## config.mk

```make
export PLATFORM = sky130hd
export DESIGN_NAME = fletcher_block_checksum_core
export DESIGN_NICKNAME = d
export VERILOG_FILES = /design/src/fbc_pkg.sv /design/src/fbc_update.sv /design/src/fletcher_block_checksum_core.sv
export SDC_FILE = /design/constraint.sdc
export NUM_CORES = 2
export LEC_CHECK = 0
export ABC_CLOCK_PERIOD_IN_PS = 20900
export BUFFER_PORTS_ARGS = -buffer_cell sky130_fd_sc_hd__clkbuf_2
export CORE_ASPECT_RATIO = 1.2
export CORE_UTILIZATION = 56
export CTS_CLUSTER_SIZE = 20
export DETAILED_ROUTE_END_ITERATION = 8
export PLACE_DENSITY = 0.74
export SLEW_MARGIN = 0
export SYNTH_ARGS = -nofsm -noshare
export SYNTH_HDL_FRONTEND = slang
export SYNTH_SLANG_ARGS = --single-unit
```

## constraint.sdc

```tcl
create_clock -name clock -period 20.9 [get_ports clock]
set_input_delay 5.225 -clock clock [delete_from_list [all_inputs] [get_ports clock]]
set_output_delay 5.225 -clock clock [all_outputs]
set_load 0.01 [all_outputs]
```

## src/fbc_pkg.sv

```systemverilog
// ----------------------------------------------------------------------------
// fbc_pkg
// Shared types and codes for the Fletcher block checksum core.
// ----------------------------------------------------------------------------
package fbc_pkg;

   localparam int WORD_W = 64;
   localparam int HALF_W = 32;
   localparam int KIND_W = 2;

   // Checksum kind codes; the unused code acts as off
   typedef enum logic [KIND_W-1:0] {
      KIND_OFF = 2'd0,
      KIND_F2  = 2'd1,
      KIND_F4  = 2'd2
   } kind_type;

   // Running checksum state of one block
   typedef struct packed {
      logic [WORD_W-1:0] acc_first;
      logic [WORD_W-1:0] acc_second;
      logic [WORD_W-1:0] acc_third;
      logic [WORD_W-1:0] acc_fourth;
      logic [WORD_W-1:0] held_word;
      logic              held_valid;
   } acc_type;

   // Counted parts of one input word
   typedef struct packed {
      logic use_low;
      logic use_high;
   } use_type;

endpackage

```

## src/fbc_update.sv

```systemverilog
// ----------------------------------------------------------------------------
// fbc_update
// Folds one input word into the running Fletcher-2 or Fletcher-4 state.
// ----------------------------------------------------------------------------
module fbc_update (
   input  logic [1:0]        kind,
   input  logic [63:0]       data_word,
   input  fbc_pkg::use_type  use_flags,
   input  fbc_pkg::acc_type  acc_cur,
   output fbc_pkg::acc_type  acc_nxt
);
   import fbc_pkg::*;

   logic [WORD_W-1:0] low_half;
   logic [WORD_W-1:0] high_half;

   assign low_half  = {{(WORD_W-HALF_W){1'b0}}, data_word[HALF_W-1:0]};
   assign high_half = {{(WORD_W-HALF_W){1'b0}}, data_word[WORD_W-1:HALF_W]};

   // Accumulate by kind
   always_comb begin
      acc_type t;
      t = acc_cur;
      case (kind)
         KIND_F2: begin
            if (use_flags.use_low) begin
               if (t.held_valid) begin
                  t.acc_first  = t.acc_first + t.held_word;
                  t.acc_second = t.acc_second + data_word;
                  t.acc_third  = t.acc_third + t.acc_first;
                  t.acc_fourth = t.acc_fourth + t.acc_second;
                  t.held_valid = 1'b0;
                  t.held_word  = '0;
               end else begin
                  t.held_word  = data_word;
                  t.held_valid = 1'b1;
               end
            end
         end
         KIND_F4: begin
            if (use_flags.use_low) begin
               t.acc_first  = t.acc_first + low_half;
               t.acc_second = t.acc_second + t.acc_first;
               t.acc_third  = t.acc_third + t.acc_second;
               t.acc_fourth = t.acc_fourth + t.acc_third;
            end
            if (use_flags.use_high) begin
               t.acc_first  = t.acc_first + high_half;
               t.acc_second = t.acc_second + t.acc_first;
               t.acc_third  = t.acc_third + t.acc_second;
               t.acc_fourth = t.acc_fourth + t.acc_third;
            end
         end
         default: begin
            // off: data is ignored
         end
      endcase
      acc_nxt = t;
   end

endmodule

```

## src/fletcher_block_checksum_core.sv

```systemverilog
// ----------------------------------------------------------------------------
// fletcher_block_checksum_core
// Fletcher-2 / Fletcher-4 checksum over a stream of 64-bit words.
// ----------------------------------------------------------------------------
//  channel | dir | handshake              | payload
//  req     | in  | req_tvalid/req_tready  | tdata data_word, tuser flags, tlast
//  rsp     | out | rsp_tvalid/rsp_tready  | tdata sum_word0..sum_word3
//  csr     | in  | csr_valid/csr_ready    | csr_data checksum_kind
//
// One word per cycle is accepted unless a full result slot holds back a last
// word; a word passes an input register and the accumulator adder chain, and a
// last word goes on to the result register. Reset clears the kind, the
// accumulators and all valid flags. A stalled result holds only a last word in
// the input register; other words keep flowing into the accumulators.
// ----------------------------------------------------------------------------
module fletcher_block_checksum_core (
   input  logic          clock,
   input  logic          reset,
   input  logic          req_tvalid,
   output logic          req_tready,
   input  logic [63:0]   req_tdata,   // [63:0] data_word
   input  logic [1:0]    req_tuser,   // [0] use_low, [1] use_high
   input  logic          req_tlast,   // last
   output logic          rsp_tvalid,
   input  logic          rsp_tready,
   output logic [255:0]  rsp_tdata,   // [63:0] sum_word0, [127:64] sum_word1,
                                      // [191:128] sum_word2, [255:192] sum_word3
   input  logic          csr_valid,
   output logic          csr_ready,
   input  logic [1:0]    csr_data     // checksum_kind
);
   import fbc_pkg::*;

   logic [KIND_W-1:0] kind_ff;
   logic              s1_valid_ff;
   logic [WORD_W-1:0] s1_word_ff;
   use_type           s1_use_ff;
   logic              s1_last_ff;
   logic              s1_advance;
   acc_type           acc_ff;
   acc_type           acc_in;
   logic              rsp_valid_ff;
   logic [4*WORD_W-1:0] rsp_data_ff;
   logic [4*WORD_W-1:0] rsp_data_in;
   logic              counts_kind;

   // Configuration: always ready
   assign csr_ready = 1'b1;

   always_ff @(posedge clock) begin
      if (reset) begin
         kind_ff <= KIND_OFF;
      end else if (csr_valid) begin
         kind_ff <= csr_data;
      end
   end

   // Advance the input register unless a last word meets a full result slot
   assign s1_advance = s1_valid_ff && (!s1_last_ff || !rsp_valid_ff || rsp_tready);
   assign req_tready = !s1_valid_ff || s1_advance;

   always_ff @(posedge clock) begin
      if (reset) begin
         s1_valid_ff <= 1'b0;
      end else if (req_tready) begin
         s1_valid_ff <= req_tvalid;
      end
   end

   always_ff @(posedge clock) begin
      if (req_tready) begin
         s1_word_ff         <= req_tdata;
         s1_use_ff.use_low  <= req_tuser[0];
         s1_use_ff.use_high <= req_tuser[1];
         s1_last_ff         <= req_tlast;
      end
   end

   fbc_update u_update (
      .kind      (kind_ff),
      .data_word (s1_word_ff),
      .use_flags (s1_use_ff),
      .acc_cur   (acc_ff),
      .acc_nxt   (acc_in)
   );

   // Hold accumulators; clear them after a last word
   always_ff @(posedge clock) begin
      if (reset) begin
         acc_ff <= '0;
      end else if (s1_advance) begin
         if (s1_last_ff) begin
            acc_ff <= '0;
         end else begin
            acc_ff <= acc_in;
         end
      end
   end

   // Build result words; off and the unused kind give zeros
   assign counts_kind = (kind_ff == KIND_F2) || (kind_ff == KIND_F4);
   assign rsp_data_in = counts_kind ?
                        {acc_in.acc_fourth, acc_in.acc_third,
                         acc_in.acc_second, acc_in.acc_first} : '0;

   always_ff @(posedge clock) begin
      if (reset) begin
         rsp_valid_ff <= 1'b0;
      end else if (s1_advance && s1_last_ff) begin
         rsp_valid_ff <= 1'b1;
      end else if (rsp_tready) begin
         rsp_valid_ff <= 1'b0;
      end
   end

   always_ff @(posedge clock) begin
      if (s1_advance && s1_last_ff) begin
         rsp_data_ff <= rsp_data_in;
      end
   end

   assign rsp_tvalid = rsp_valid_ff;
   assign rsp_tdata  = rsp_data_ff;

`ifndef SYNTH
   // A last word that leaves the input register shows up as a result
   a_last_gives_result: assert property (@(posedge clock) disable iff (reset)
      (s1_advance && s1_last_ff) |=> rsp_tvalid)
      else $error("last word did not produce a result");

   // State is clear after a block closes
   a_clear_after_last: assert property (@(posedge clock) disable iff (reset)
      (s1_advance && s1_last_ff) |=> (acc_ff == '0))
      else $error("accumulators not cleared after last word");

   // Off kinds report zero sums
   a_off_zero: assert property (@(posedge clock) disable iff (reset)
      (s1_advance && s1_last_ff && !counts_kind) |=> (rsp_tdata == '0))
      else $error("off kind produced nonzero sums");

   // An empty input register never stalls the request side
   a_empty_ready: assert property (@(posedge clock) disable iff (reset)
      !s1_valid_ff |-> req_tready)
      else $error("request stalled with empty input register");
`endif

endmodule

```

==> summary.md <==
| Metric | Value |
|---|---|
| Crit-path slowest cell | `xnor2_1` |
| Clock tree buffer depth | `3` |
| Syn Nets | `9587` |
| Slowest stage delay, CP | `710 ps` |
| Core footprint | `125000 µm²` |
| Post_cts resized | `0` |
| Hold path cells | `2` |
| Grt total ovfl | `0` |
| Initial Util | `56.5%` |
| Hold EP | `acc_ff[39]` |
| Routed wire per std cell | `31.1 µm` |
| CTS HTree Levels | `3` |
| DRC | `0` |
| Vias in the first global route | `68363` |
| Vias per cell | `6.96` |
| Net switching power | `2.31 mW` |
| # hold bufs at CTS | `0` |
| Synthesis-to-layout area growth | `7.82%` |
| Share of cells above drive strength 1 | `10.0%` |
| CTS Sinks | `648` |
| Largest net degree at the start of global routing | `118` |
| Post-Synthesis Cells | `8796` |
| Library cells used by synthesis | `100` |
| # IOs | `333` |
| Net Sw Frac | `43.1%` |
| Yosys reg bits | `648` |
| Worst vdd ir | `77.8 µV` |
| Critical path data arrival time | `14880 ps` |
| Clk_skew | `43.3 ps` |
| Die ar. | `127000 µm²` |
| DRT Pass-1 Iters | `8` |
| Primary FF master, synth | `dfxtp_1` |
| Final worst path period share | `69.0%` |
| Register clock-pin slew on the reported worst setup and hold paths | `60 ps` |
| # setup viols final | `0` |
| EDFF count, synth | `323` |
| Clk Latency, worst-skew pair | `780 ps` |
| Row count | `142` |
| Relative slew slack | `-9.63%` |
| Power per cell area | `70.5 nW/µm²` |
| Max-cap violations | `1` |
| Reg-to-Reg End | `rsp_tdata[255]` |
| Final Hold Fails | `0` |
| RSZ-0062 raised after global routing | `false` |
| Setup TNS | `0 ps` |
| Int Pwr | `3.05 mW` |
| Nets | `9645` |
| Worst R2R Path Depth | `53` |
| Hold Crit Class | `flop to flop` |
| Combinational group share of total power | `46.3%` |
| Postcts setup bufs | `0` |
| WL final | `329000 µm` |
| Final HPWL DP | `249000 µm` |
| Die X | `326 µm` |
| Min cycle time layout | `14420 ps` |
| Final GP Congestion | `1.11` |
| Max Slew Vio Count | `3` |
| Pwr Total | `5.35 mW` |
| Required @ worst endpoint | `21350 ps` |
| Fillers | `11180` |
| CTS root buffer | `clkbuf_16` |
| Seq/Total Area, Yosys | `23.0%` |
| Leakage power | `34.8 nW` |
| Critical hold path startpoint | `acc_ff[39]` |
| Post-Syn Area per Cell | `8.01 µm²` |
| Final core utilization | `60.9%` |
| Antenna violations before repair | `20` |
| Seq pwr share | `26.6%` |
| CP max FO | `9` |
| R2r startpoint | `s1_word_ff[1]` |
| Power share of the clock group | `27.1%` |
| CTS tree | `yes` |
| Outcome | `finished with violations` |
| Crit Path Category | `flop to flop` |
| 1st-iter DRT viols | `8462` |
| Die Y | `390 µm` |
| Total GRT Usage | `49.8%` |
| CP endpoint kind | `flop` |
| Post-Syn Area | `70400 µm²` |
| IO Port Bufs | `331` |
| Slew @ Worst Pin | `1630 ps` |
| Max Clock Freq | `69.3 MHz` |
| Detail Route Antenna Nets | `0` |
| CP Launch Type | `flop` |
| Failing checks | `max-capacitance violations, max-slew violations` |
| CTS Buf Count | `75` |
| Reg2Reg Setup Slack | `6480 ps` |
| Asr flop ratio synth | `0%` |
| Warnings, synthesis | `0` |
| First-pass GRT wire length | `465000 µm` |
| Via count | `73750` |
worst max path at each step:
stage                        startpoint  depth (start not counted)             end
after global routing        acc_ff[257]                         61  rsp_tdata[254]
after CTS                   acc_ff[257]                         61  rsp_tdata[254]
after global placement      acc_ff[257]                         61  rsp_tdata[254]
after floorplan              rsp_tready                          7     acc_ff[313]
final                     s1_word_ff[1]                         53  rsp_tdata[255]
after detailed placement    acc_ff[257]                         61  rsp_tdata[254]
synth_stat cells (59+ instances only):
| master | number | area [µm²] |
|---|---|---|
| a21oi_1 | 904 | 4520 |
| nor2_1 | 856 | 3210 |
| nand2_1 | 769 | 2890 |
| ha_1 | 705 | 8820 |
| o21ai_0 | 610 | 3050 |
| a21o_1 | 519 | 3900 |
| xnor2_1 | 491 | 4300 |
| clkbuf_1 | 346 | 1300 |
| dfxtp_1 | 325 | 6510 |
| edfxtp_1 | 323 | 9700 |
| xor2_1 | 271 | 2370 |
| mux2_2 | 225 | 2530 |
| inv_1 | 217 | 815 |
| a22oi_1 | 162 | 1220 |
| mux2i_1 | 152 | 1520 |
| nand3_1 | 136 | 681 |
| o21bai_1 | 117 | 878 |
| nand4_1 | 106 | 663 |
| nand2b_1 | 99 | 619 |
| nor2b_1 | 98 | 613 |
| a31oi_1 | 94 | 588 |
| nor3_1 | 94 | 470 |
| and3_1 | 91 | 569 |
| o21a_1 | 76 | 571 |
| and2_1 | 73 | 457 |
| o211ai_1 | 64 | 480 |
| buf_1 | 62 | 233 |
| a211oi_1 | 59 | 443 |
| a221oi_1 | 59 | 517 |
worst max-delay path, delay by kind of cell, from the launching register on:
kind | cells | cell delay, ps
and+or+nand+nor | 17 | 4030
muxes | 1 | 300
AOI/OAI and AO/OA | 23 | 5420
xor gates and xnor gates | 7 | 1920
adders and majority gates | 5 | 1910
DFF | 1 | 480
routing by layer:
| layer | up-vias | GRT usage [%] | routed length (µm) |
|---|---|---|---|
| li1 | 32814 | - | - |
| met1 | 34316 | 53.6 | 110000 |
| met2 | 5003 | 75.8 | 140000 |
| met3 | 1611 | 11.1 | 32400 |
| met4 | 6 | 58.4 | 46600 |
| met5 | - | 0.648 | 152 |
layout make-up:
type / count / area (µm²) / share of cell area, %
Antenna cell: 18 / 45.0 / 0.0593
Tap cell: 1656 / 2070 / 2.73
Multi-Input combinational cell: 7490 / 51900 / 68.3
Timing Repair Buffer: 418 / 2340 / 3.08
Clock inverter: 46 / 568 / 0.748
Sequential cell: 648 / 16200 / 21.3
Clock buffer: 94 / 2000 / 2.63
Inverter: 221 / 838 / 1.10
flip-flops by register name, summed over array words and instances (netlist names):
signal       count
kind_ff          2
s1_valid_ff      1
rsp_tvalid       1
s1_use_ff        2
rsp_tdata      256
s1_last_ff       1
s1_word_ff      64
acc_ff         321
through the flow:
step / cell area (µm²) / hold slack, ps / setup slack [ps] / instances
final: 75900 / 525 / 6480 / 10591
after global routing: 75900 / 541 / 5720 / 10574
after CTS: 75900 / 528 / 6800 / 10573
after detailed placement: 73300 / 511 / 6890 / 10433
after global placement: 73300 / 500 / 6980 / 10433
after floorplan: 70400 / 472 / 3040 / 8796
kinds of logic after synthesis:
| group | synth area share (%) |
|---|---|
| buf+inv | 3.57 |
| other cells | 0.00533 |
| compound gates | 29.1 |
| flops | 23.0 |
| xor+xnor | 9.59 |
| simple gates | 16.1 |
| mux | 5.76 |
| fa+ha+maj | 12.9 |
power by group through the flow:
stage / combinational, mW / clock (mW) / sequential (mW)
floorplan: 1.68 / 0 / 1.43
global placement: 2.34 / 0 / 1.45
detailed placement: 2.36 / 0 / 1.45
CTS: 2.38 / 1.44 / 1.42
global route: 2.62 / 1.49 / 1.42
finish: 2.48 / 1.45 / 1.42
cell usage in the layout (no fill, tap or decap), types with 49 or more instances in the layout:
cell       instances
dfxtp_1          325
nand2b_1          99
a22oi_1          162
nand2_1          763
buf_4             85
nor2b_1           97
a21o_1           519
inv_1            215
o21bai_1         117
o211ai_1          64
nor2_1           844
clkbuf_16         76
a211oi_1          59
nand4_1          106
xnor2_1          491
o31ai_1           49
mux2i_1          152
o21a_1            76
mux2_2           225
edfxtp_1         323
and3_1            91
a221oi_1          59
nand3_1          135
a21oi_1          904
ha_1             703
nor3_1            94
xor2_1           271
a31oi_1           94
clkbuf_2         330
o21ai_0          609
and2_1            71
Power figures use the tool's default switching activity.
